$ cat config.mk
export PLATFORM = sky130hd
export DESIGN_NAME = pausable_countdown_timer_unit
export DESIGN_NICKNAME = d
export VERILOG_FILES = /design/src/sv/pct_pkg.sv /design/src/sv/pausable_countdown_timer_unit.sv
export SDC_FILE = /design/constraint.sdc
export NUM_CORES = 2
export LEC_CHECK = 0
export BUFFER_PORTS_ARGS = -buffer_cell sky130_fd_sc_hd__buf_2
export CAP_MARGIN = 20
export CORE_ASPECT_RATIO = 0.9
export CORE_MARGIN = 4
export CORE_UTILIZATION = 65
export CTS_BUF_LIST = sky130_fd_sc_hd__clkbuf_4 sky130_fd_sc_hd__clkbuf_8
export DETAILED_ROUTE_END_ITERATION = 6
export GPL_TIMING_DRIVEN = 0
export MAX_ROUTING_LAYER = met4
export PLACE_DENSITY = 0.84
export SYNTH_ARGS = -nofsm -noshare
export SYNTH_HDL_FRONTEND = slang
export SYNTH_SLANG_ARGS = --single-unit
$ cat constraint.sdc
create_clock -name clk -period 24.3 [get_ports clk]
set_clock_uncertainty 0.05 [all_clocks]
set_input_delay 4.86 -clock clk [delete_from_list [all_inputs] [get_ports clk]]
set_output_delay 4.86 -clock clk [all_outputs]
set_load 0.02 [all_outputs]
$ cat src/sv/pct_pkg.sv
// Package for the pausable countdown timer: payload types, command and mode codes, constants.
package pct_pkg;

	// Command codes
	localparam logic [3:0] REQ_TICK   = 4'd0;
	localparam logic [3:0] REQ_SET    = 4'd1;
	localparam logic [3:0] REQ_ADJUST = 4'd2;
	localparam logic [3:0] REQ_START  = 4'd3;
	localparam logic [3:0] REQ_PAUSE  = 4'd4;
	localparam logic [3:0] REQ_RESUME = 4'd5;
	localparam logic [3:0] REQ_CANCEL = 4'd6;
	localparam logic [3:0] REQ_RESET  = 4'd7;
	localparam logic [3:0] REQ_STOP   = 4'd8;

	// Timer modes
	localparam logic [1:0] MODE_IDLE     = 2'd0;
	localparam logic [1:0] MODE_RUNNING  = 2'd1;
	localparam logic [1:0] MODE_PAUSED   = 2'd2;
	localparam logic [1:0] MODE_ALERTING = 2'd3;

	// Configuration register indexes
	localparam int unsigned CFG_IDX_W = 1;
	localparam logic [CFG_IDX_W-1:0] CFG_MIN_DURATION = 1'd0;
	localparam logic [CFG_IDX_W-1:0] CFG_MAX_DURATION = 1'd1;

	localparam logic [31:0] MAX_DURATION_RESET = 32'd5999000;
	localparam logic [32:0] ROUND_UP_ADD       = 33'd999;

	// Scaled seconds (x1000) need 42 bits for the full 32-bit range
	localparam int unsigned MS_W = 42;

	// x / 1000 == (x >> 3) / 125; the quotient of a value below 2^30 by 125
	// is exact as (v * RECIP_125) >> RECIP_SHIFT
	localparam logic [30:0] RECIP_125   = 31'd1099511628;
	localparam int unsigned RECIP_SHIFT = 37;

	typedef struct packed {
		logic [3:0]         req_type;
		logic [31:0]        now_ms;
		logic [31:0]        set_secs;
		logic signed [31:0] adj_secs;
	} cmd_t;

	typedef struct packed {
		logic        accepted;
		logic [1:0]  mode;
		logic [31:0] rem_ms;
		logic [22:0] remaining_seconds;
		logic [22:0] configured_seconds;
	} rsp_t;

	// Multiply by 1000 with shifts; two's complement, so it serves signed values too
	function automatic logic [MS_W-1:0] mul1000(input logic [MS_W-1:0] x);
		mul1000 = (x << 10) - (x << 4) - (x << 3);
	endfunction

endpackage

$ cat src/sv/pausable_countdown_timer_unit.sv
// Pausable countdown timer: command pipeline, timer state and result formatting.
//
// Usage:
//   Commands arrive on the cmd channel (cmd_valid / cmd_stall / cmd) and each
//   one produces exactly one result on the rsp channel (rsp_valid / rsp_stall /
//   rsp), in order. A command transfer happens at a rising edge with cmd_valid
//   high and cmd_stall low; the rsp side works the same way, with the
//   receiver driving rsp_stall.
//   Throughput is one command per cycle while rsp_stall is low. The timer
//   state is read and rewritten as each command moves from stage 1 to
//   stage 2, so back-to-back commands see each other's effect with no gap.
//   Each result passes the input register, state update, remaining-time stage,
//   round-up stage, reciprocal multiply and output register on its way to rsp.
//   When the receiver holds rsp_stall, results wait in the pipeline; empty
//   stages keep filling, and cmd_stall rises only once every stage is full.
//   The user must write the min/max duration registers (cfg_we / cfg_index /
//   cfg_data, one register per cycle) only while no command is in flight; the
//   block does not enforce this. Reset (arst_n low) empties the pipeline, puts
//   the timer in idle with zero duration, deadline and frozen time, and loads
//   the default bounds.
module pausable_countdown_timer_unit (
	input  logic                           clk,
	input  logic                           arst_n,
	input  logic                           cmd_valid,
	output logic                           cmd_stall,
	input  pct_pkg::cmd_t                  cmd,
	output logic                           rsp_valid,
	input  logic                           rsp_stall,
	output pct_pkg::rsp_t                  rsp,
	input  logic                           cfg_we,
	input  logic [pct_pkg::CFG_IDX_W-1:0]  cfg_index,
	input  logic [31:0]                    cfg_data
);

	// Configuration registers
	logic [31:0] min_dur_q;
	logic [31:0] max_dur_q;

	// Timer state
	logic [1:0]  mode_q;
	logic [31:0] dur_q;
	logic [31:0] deadline_q;
	logic [31:0] frozen_q;

	// Stage 1: captured command, seconds already scaled to ms
	logic                         v_s1;
	logic [3:0]                   req_s1;
	logic [31:0]                  now_s1;
	logic [pct_pkg::MS_W-1:0]     set_ms_s1;
	logic [pct_pkg::MS_W-1:0]     delta_ms_s1;

	// Stage 2: state after the command
	logic        v_s2;
	logic        acc_s2;
	logic [1:0]  mode_s2;
	logic [31:0] now_s2;
	logic [31:0] deadline_s2;
	logic [31:0] frozen_s2;
	logic [31:0] dur_s2;

	// Stage 3: remaining time
	logic        v_s3;
	logic        acc_s3;
	logic [1:0]  mode_s3;
	logic [31:0] rem_s3;
	logic [31:0] dur_s3;

	// Stage 4: operands for the divide by 1000
	logic        v_s4;
	logic        acc_s4;
	logic [1:0]  mode_s4;
	logic [31:0] rem_s4;
	logic [29:0] rem_p8_s4;
	logic [28:0] dur8_s4;

	// Stage 5: reciprocal products
	logic        v_s5;
	logic        acc_s5;
	logic [1:0]  mode_s5;
	logic [31:0] rem_s5;
	logic [60:0] prod_rem_s5;
	logic [59:0] prod_dur_s5;

	// Output register
	logic          rsp_valid_q;
	pct_pkg::rsp_t rsp_q;

	// Stage load enables: a stage loads when it is empty or its content moves on
	logic can_out, can_s5, can_s4, can_s3, can_s2, can_s1;

	assign can_out = !rsp_valid_q || !rsp_stall;
	assign can_s5  = !v_s5 || can_out;
	assign can_s4  = !v_s4 || can_s5;
	assign can_s3  = !v_s3 || can_s4;
	assign can_s2  = !v_s2 || can_s3;
	assign can_s1  = !v_s1 || can_s2;

	assign cmd_stall = !can_s1;
	assign rsp_valid = rsp_valid_q;
	assign rsp       = rsp_q;

	// Command decode and next-state logic
	logic        acc_n;
	logic [1:0]  mode_n;
	logic [31:0] dur_n;
	logic [31:0] deadline_n;
	logic [31:0] frozen_n;
	logic [31:0] clamp_ms;
	logic [31:0] since_deadline;
	logic        reached;
	logic signed [pct_pkg::MS_W+1:0] clamp_in;
	logic signed [pct_pkg::MS_W+1:0] clamp_lo;
	logic signed [pct_pkg::MS_W+1:0] clamp_hi;

	always_comb begin
		since_deadline = now_s1 - deadline_q;
		reached        = !since_deadline[31];

		// Set uses the scaled seconds; adjust adds the signed delta to the duration
		if (req_s1 == pct_pkg::REQ_SET) begin
			clamp_in = $signed({2'b00, set_ms_s1});
		end else begin
			clamp_in = $signed({12'd0, dur_q}) +
				$signed({{2{delta_ms_s1[pct_pkg::MS_W-1]}}, delta_ms_s1});
		end
		clamp_lo = $signed({12'd0, min_dur_q});
		clamp_hi = $signed({12'd0, max_dur_q});
		// Minimum wins when the bounds cross
		if (clamp_in < clamp_lo) begin
			clamp_ms = min_dur_q;
		end else if (clamp_in > clamp_hi) begin
			clamp_ms = max_dur_q;
		end else begin
			clamp_ms = clamp_in[31:0];
		end

		acc_n      = 1'b0;
		mode_n     = mode_q;
		dur_n      = dur_q;
		deadline_n = deadline_q;
		frozen_n   = frozen_q;

		case (req_s1)
			pct_pkg::REQ_TICK: begin
				acc_n = 1'b1;
				if (mode_q == pct_pkg::MODE_RUNNING && reached) begin
					mode_n   = pct_pkg::MODE_ALERTING;
					frozen_n = '0;
				end
			end
			pct_pkg::REQ_SET, pct_pkg::REQ_ADJUST: begin
				if (mode_q == pct_pkg::MODE_IDLE) begin
					acc_n = 1'b1;
					dur_n = clamp_ms;
				end
			end
			pct_pkg::REQ_START: begin
				if (mode_q == pct_pkg::MODE_IDLE && dur_q != '0) begin
					acc_n      = 1'b1;
					mode_n     = pct_pkg::MODE_RUNNING;
					deadline_n = now_s1 + dur_q;
					frozen_n   = '0;
				end
			end
			pct_pkg::REQ_PAUSE: begin
				// Expiry takes precedence over the pause
				if (mode_q == pct_pkg::MODE_RUNNING) begin
					if (reached) begin
						mode_n   = pct_pkg::MODE_ALERTING;
						frozen_n = '0;
					end else begin
						acc_n    = 1'b1;
						mode_n   = pct_pkg::MODE_PAUSED;
						frozen_n = deadline_q - now_s1;
					end
				end
			end
			pct_pkg::REQ_RESUME: begin
				if (mode_q == pct_pkg::MODE_PAUSED) begin
					acc_n      = 1'b1;
					mode_n     = pct_pkg::MODE_RUNNING;
					deadline_n = now_s1 + frozen_q;
				end
			end
			pct_pkg::REQ_CANCEL: begin
				acc_n      = 1'b1;
				mode_n     = pct_pkg::MODE_IDLE;
				deadline_n = '0;
				frozen_n   = '0;
			end
			pct_pkg::REQ_RESET: begin
				if (mode_q != pct_pkg::MODE_RUNNING && mode_q != pct_pkg::MODE_ALERTING) begin
					acc_n      = 1'b1;
					mode_n     = pct_pkg::MODE_IDLE;
					dur_n      = '0;
					deadline_n = '0;
					frozen_n   = '0;
				end
			end
			pct_pkg::REQ_STOP: begin
				if (mode_q == pct_pkg::MODE_ALERTING) begin
					acc_n      = 1'b1;
					mode_n     = pct_pkg::MODE_IDLE;
					deadline_n = '0;
					frozen_n   = '0;
				end
			end
			default: begin
				// Unknown command: not accepted, state holds
			end
		endcase
	end

	// Remaining time from the updated state
	logic [31:0] rem_n;
	logic [31:0] since_s2;
	logic [31:0] until_s2;

	always_comb begin
		since_s2 = now_s2 - deadline_s2;
		until_s2 = deadline_s2 - now_s2;
		if (mode_s2 == pct_pkg::MODE_PAUSED) begin
			rem_n = frozen_s2;
		end else if (mode_s2 == pct_pkg::MODE_RUNNING && since_s2[31]) begin
			rem_n = until_s2;
		end else begin
			rem_n = '0;
		end
	end

	logic [32:0] rem_round;
	assign rem_round = {1'b0, rem_s3} + pct_pkg::ROUND_UP_ADD;

	// Configuration writes
	always_ff @(posedge clk or negedge arst_n) begin
		if (!arst_n) begin
			min_dur_q <= '0;
			max_dur_q <= pct_pkg::MAX_DURATION_RESET;
		end else if (cfg_we) begin
			case (cfg_index)
				pct_pkg::CFG_MIN_DURATION: min_dur_q <= cfg_data;
				pct_pkg::CFG_MAX_DURATION: max_dur_q <= cfg_data;
				default: begin
				end
			endcase
		end
	end

	// Timer state: advance when the stage 1 command moves into stage 2
	always_ff @(posedge clk or negedge arst_n) begin
		if (!arst_n) begin
			mode_q     <= pct_pkg::MODE_IDLE;
			dur_q      <= '0;
			deadline_q <= '0;
			frozen_q   <= '0;
		end else if (v_s1 && can_s2) begin
			mode_q     <= mode_n;
			dur_q      <= dur_n;
			deadline_q <= deadline_n;
			frozen_q   <= frozen_n;
		end
	end

	// Pipeline valids
	always_ff @(posedge clk or negedge arst_n) begin
		if (!arst_n) begin
			v_s1        <= 1'b0;
			v_s2        <= 1'b0;
			v_s3        <= 1'b0;
			v_s4        <= 1'b0;
			v_s5        <= 1'b0;
			rsp_valid_q <= 1'b0;
		end else begin
			if (can_s1)  v_s1        <= cmd_valid;
			if (can_s2)  v_s2        <= v_s1;
			if (can_s3)  v_s3        <= v_s2;
			if (can_s4)  v_s4        <= v_s3;
			if (can_s5)  v_s5        <= v_s4;
			if (can_out) rsp_valid_q <= v_s5;
		end
	end

	// Pipeline payload
	always_ff @(posedge clk) begin
		if (can_s1) begin
			req_s1      <= cmd.req_type;
			now_s1      <= cmd.now_ms;
			set_ms_s1   <= pct_pkg::mul1000({10'd0, cmd.set_secs});
			delta_ms_s1 <= pct_pkg::mul1000({{10{cmd.adj_secs[31]}},
				cmd.adj_secs});
		end
		if (can_s2) begin
			acc_s2      <= acc_n;
			mode_s2     <= mode_n;
			now_s2      <= now_s1;
			deadline_s2 <= deadline_n;
			frozen_s2   <= frozen_n;
			dur_s2      <= dur_n;
		end
		if (can_s3) begin
			acc_s3  <= acc_s2;
			mode_s3 <= mode_s2;
			rem_s3  <= rem_n;
			dur_s3  <= dur_s2;
		end
		if (can_s4) begin
			acc_s4    <= acc_s3;
			mode_s4   <= mode_s3;
			rem_s4    <= rem_s3;
			rem_p8_s4 <= rem_round[32:3];
			dur8_s4   <= dur_s3[31:3];
		end
		if (can_s5) begin
			acc_s5      <= acc_s4;
			mode_s5     <= mode_s4;
			rem_s5      <= rem_s4;
			prod_rem_s5 <= {31'd0, rem_p8_s4} * {30'd0, pct_pkg::RECIP_125};
			prod_dur_s5 <= {31'd0, dur8_s4} * {29'd0, pct_pkg::RECIP_125};
		end
		if (can_out) begin
			rsp_q.accepted           <= acc_s5;
			rsp_q.mode               <= mode_s5;
			rsp_q.rem_ms             <= rem_s5;
			rsp_q.remaining_seconds  <= prod_rem_s5[pct_pkg::RECIP_SHIFT +: 23];
			rsp_q.configured_seconds <= prod_dur_s5[pct_pkg::RECIP_SHIFT +: 23];
		end
	end

endmodule

==> summary.log <==
[sta] worst hold-check slack 336 ps
[grt] overall routing resource usage 0.335
[yosys] leading post-synthesis cells by cell area sky130_fd_sc_hd__edfxtp_1 (25%), sky130_fd_sc_hd__ha_1 (20%), sky130_fd_sc_hd__fa_1 (17%)
[detailed_routing] DRC Markers 0
[detailed_routing] detailed router's first-iteration violation count 4333
[yosys] sequential share of the synthesized area 0.309
[yosys] cell taking the most area after synthesis sky130_fd_sc_hd__edfxtp_1
[worst_setup_path] largest driver fanout on the critical path 50
[detailed_routing] count of nets left with antenna violations after detail routing 0
[grt] number of antenna violations at the first check in global routing 19
[yosys] Cells after Synth 6369
[layout] number of flip-flops under the largest register name 81
[floorplanning] DIE AREA 0.110 mm2
[grt] largest net degree at the start of global routing 88
[sta] peak clock frequency supported by timing 0.0853 GHz
[yosys] Cell variety after synth 97
[detailed_routing] drt via density 5.99
[sta] count of final hold-check violations 0
[yosys] Post-Synthesis Net Count 8207
[sta] unrepaired setup endpoints after global routing false
[detailed_routing] number of iterations in the first detailed-routing pass 5
[worst_setup_path] data required time of the worst path 19390 ps
[sta] share of the clock period used by the worst path 0.483
[floorplanning] Initial Util 0.657
[yosys] cell area after synthesis 0.0683 mm2
[clock_tree] Hold-fix buffers, CTS 0
[layout] final net count 8554
[yosys] share of async-settable or async-resettable flops after synthesis 0.230
[grt] number of global-route vias before repair 51400
[sta] Max-Slew Margin vs Limit 0.221
[floorplanning] DIE HEIGHT 315 um
[clock_tree] CTS tree built
[layout] synthesis-to-finish area growth 8.12%
[clock_tree] total CTS buffers 117
[sta] Final Slew Violations 0
[run] max cap viols 0
[yosys] mean instance size in the synthesized netlist 10.7 um2
[worst_setup_path] critical path type input pin to output pin
[worst_setup_path] endpoint class of the critical path output pin
[worst_hold_path] min-delay worst type flop to flop
[run_status] run status complete, no violations
[placement] GP Congestion 0.967
[floorplanning] Horiz. Die Dim 350 um
[floorplanning] CORE AREA 0.104 mm2
[layout] number of fill cells 7279
[yosys] Warnings, synthesis 0
[detailed_routing] routed vias 49100
[floorplanning] number of placement rows 112
[placement] HPWL reported at the end of detailed placement 142000 um
[clock_tree] number of levels the H-tree was split into 3
[sta] Slew @ Worst Pin 1170 ps
[clock_tree] clock latency of the later-clocked register in the worst-skew pair 800 ps
[placement] # port buffers 220
[layout] proportion of layout cells with a drive suffix above 1 0.0782
[detailed_routing] routed wire length per instance 21.5 um
[sta] fin crit period 11730 ps
[worst_setup_path] critical path arrival 6820 ps
[clock_tree] number of setup buffers added after CTS 0
[clock_tree] clock-pin slew on the worst setup and hold paths 60 ps
[yosys] proportion of netlist area held by the largest area contributor 0.247
[grt] Congestion Overflow GR 0
[yosys] post-synthesis register bit count 730
[yosys] Synth top cells by count sky130_fd_sc_hd__inv_1 (1327), sky130_fd_sc_hd__ha_1 (1104), sky130_fd_sc_hd__fa_1 (596)
[worst_setup_path] sort of element at the start of the critical path input pin
[clock_tree] clock root buffer sky130_fd_sc_hd__clkbuf_8
[sta] Fin Setup TNS 0 ps
[clock_tree] buffer depth of the longest clock path 3
[floorplanning] Boundary Pins 221
[clock_tree] number of sinks handled by clock tree synthesis 730
[yosys] most frequently used flop master after synthesis sky130_fd_sc_hd__edfxtp_1
[yosys] count of flip-flops with a built-in enable after synthesis 562
[yosys] most common cell in the synthesized netlist sky130_fd_sc_hd__inv_1
[clock_tree] post-CTS resize count 0
[detailed_routing] Routed WL 176000 um
[grt] global-route wire length before repair 278000 um
[sta] number of failing setup endpoints in the final timing report 0
[area by class of cell]
type,instances,area [um2],area share
Antenna cell,16,40.0,0.000542
Buffer,106,418,0.00566
Clock buffer,163,2010,0.0273
Clock inverter,57,444,0.00602
Inverter,1327,4980,0.0675
Multi-Input combinational cell,4206,41800,0.566
Sequential cell,730,21100,0.286
Tap cell,1368,1710,0.0232
Timing Repair Buffer,228,1300,0.0176
[critical path, cell delays in order]
cell                      delay, ps
sky130_fd_sc_hd__buf_2          170
sky130_fd_sc_hd__and3_1         310
sky130_fd_sc_hd__and3_1         390
sky130_fd_sc_hd__nand3_4        660
sky130_fd_sc_hd__inv_1          180
sky130_fd_sc_hd__buf_2          190
[cells in the final DEF (no fill, tap or decap), types with 92 or more instances in the layout]
master	count
sky130_fd_sc_hd__nand2_1	278
sky130_fd_sc_hd__buf_2	230
sky130_fd_sc_hd__edfxtp_1	562
sky130_fd_sc_hd__clkbuf_8	126
sky130_fd_sc_hd__ha_1	1104
sky130_fd_sc_hd__dfrtp_1	157
sky130_fd_sc_hd__fa_1	596
sky130_fd_sc_hd__xnor2_1	182
sky130_fd_sc_hd__o21ai_0	213
sky130_fd_sc_hd__inv_1	1325
sky130_fd_sc_hd__xor2_1	92
sky130_fd_sc_hd__a21o_1	159
sky130_fd_sc_hd__nor2_1	227
sky130_fd_sc_hd__a21oi_1	291
[per-layer routing]
metal | GRT usage | part of all wire | vias to the layer above
li1 | - | - | 22500
met1 | 0.438 | 0.41 | 23900
met2 | 0.521 | 0.46 | 2114
met3 | 0.0633 | 0.091 | 527
met4 | 0.134 | 0.047 | 0
met5 | - | 0 | -
[cell families (layout without fill, tap and decap cells)]
group | Yosys count | count (layout) | synth area share
compound gates | 1208 | 1208 | 0.121
buf+inv | 1433 | 1881 | 0.0791
fa+ha+maj | 1700 | 1700 | 0.377
simple gates | 974 | 974 | 0.0709
other cells | 0 | 16 | 0
xor+xnor | 274 | 274 | 0.0351
flops | 730 | 730 | 0.309
mux | 50 | 50 | 0.00823
[final timing paths]
path | startpoint | end | slack, ps | cells after the start
max | rsp_stall | cmd_stall | 12570 | 6
min | rem_s4[2] | rem_s5[2] | 340 | 0
max reg2reg | rem_p8_s4[22] | prod_rem_s5[50] | 15230 | 28
min reg2reg | rem_s4[2] | rem_s5[2] | 340 | 0
max in group asynchronous | arst_n | max_dur_q[20] | 19260 | 2
min in group asynchronous | arst_n | frozen_q[29] | 3970 | 1
[stage by stage]
stage	cells	cell area, um2	worst slack [ps]	util
after floorplan	6369	68300	10540	-
final	8201	73800	12570	0.710
after global placement	7957	71100	9400	0.684
after detailed placement	7965	71300	12580	0.686
after global routing	8200	73800	12460	0.710
after CTS	8185	73800	12560	0.710
Power is not shown: default switching activity piles up to over one toggle a cycle in this logic, so the estimate is an artifact.
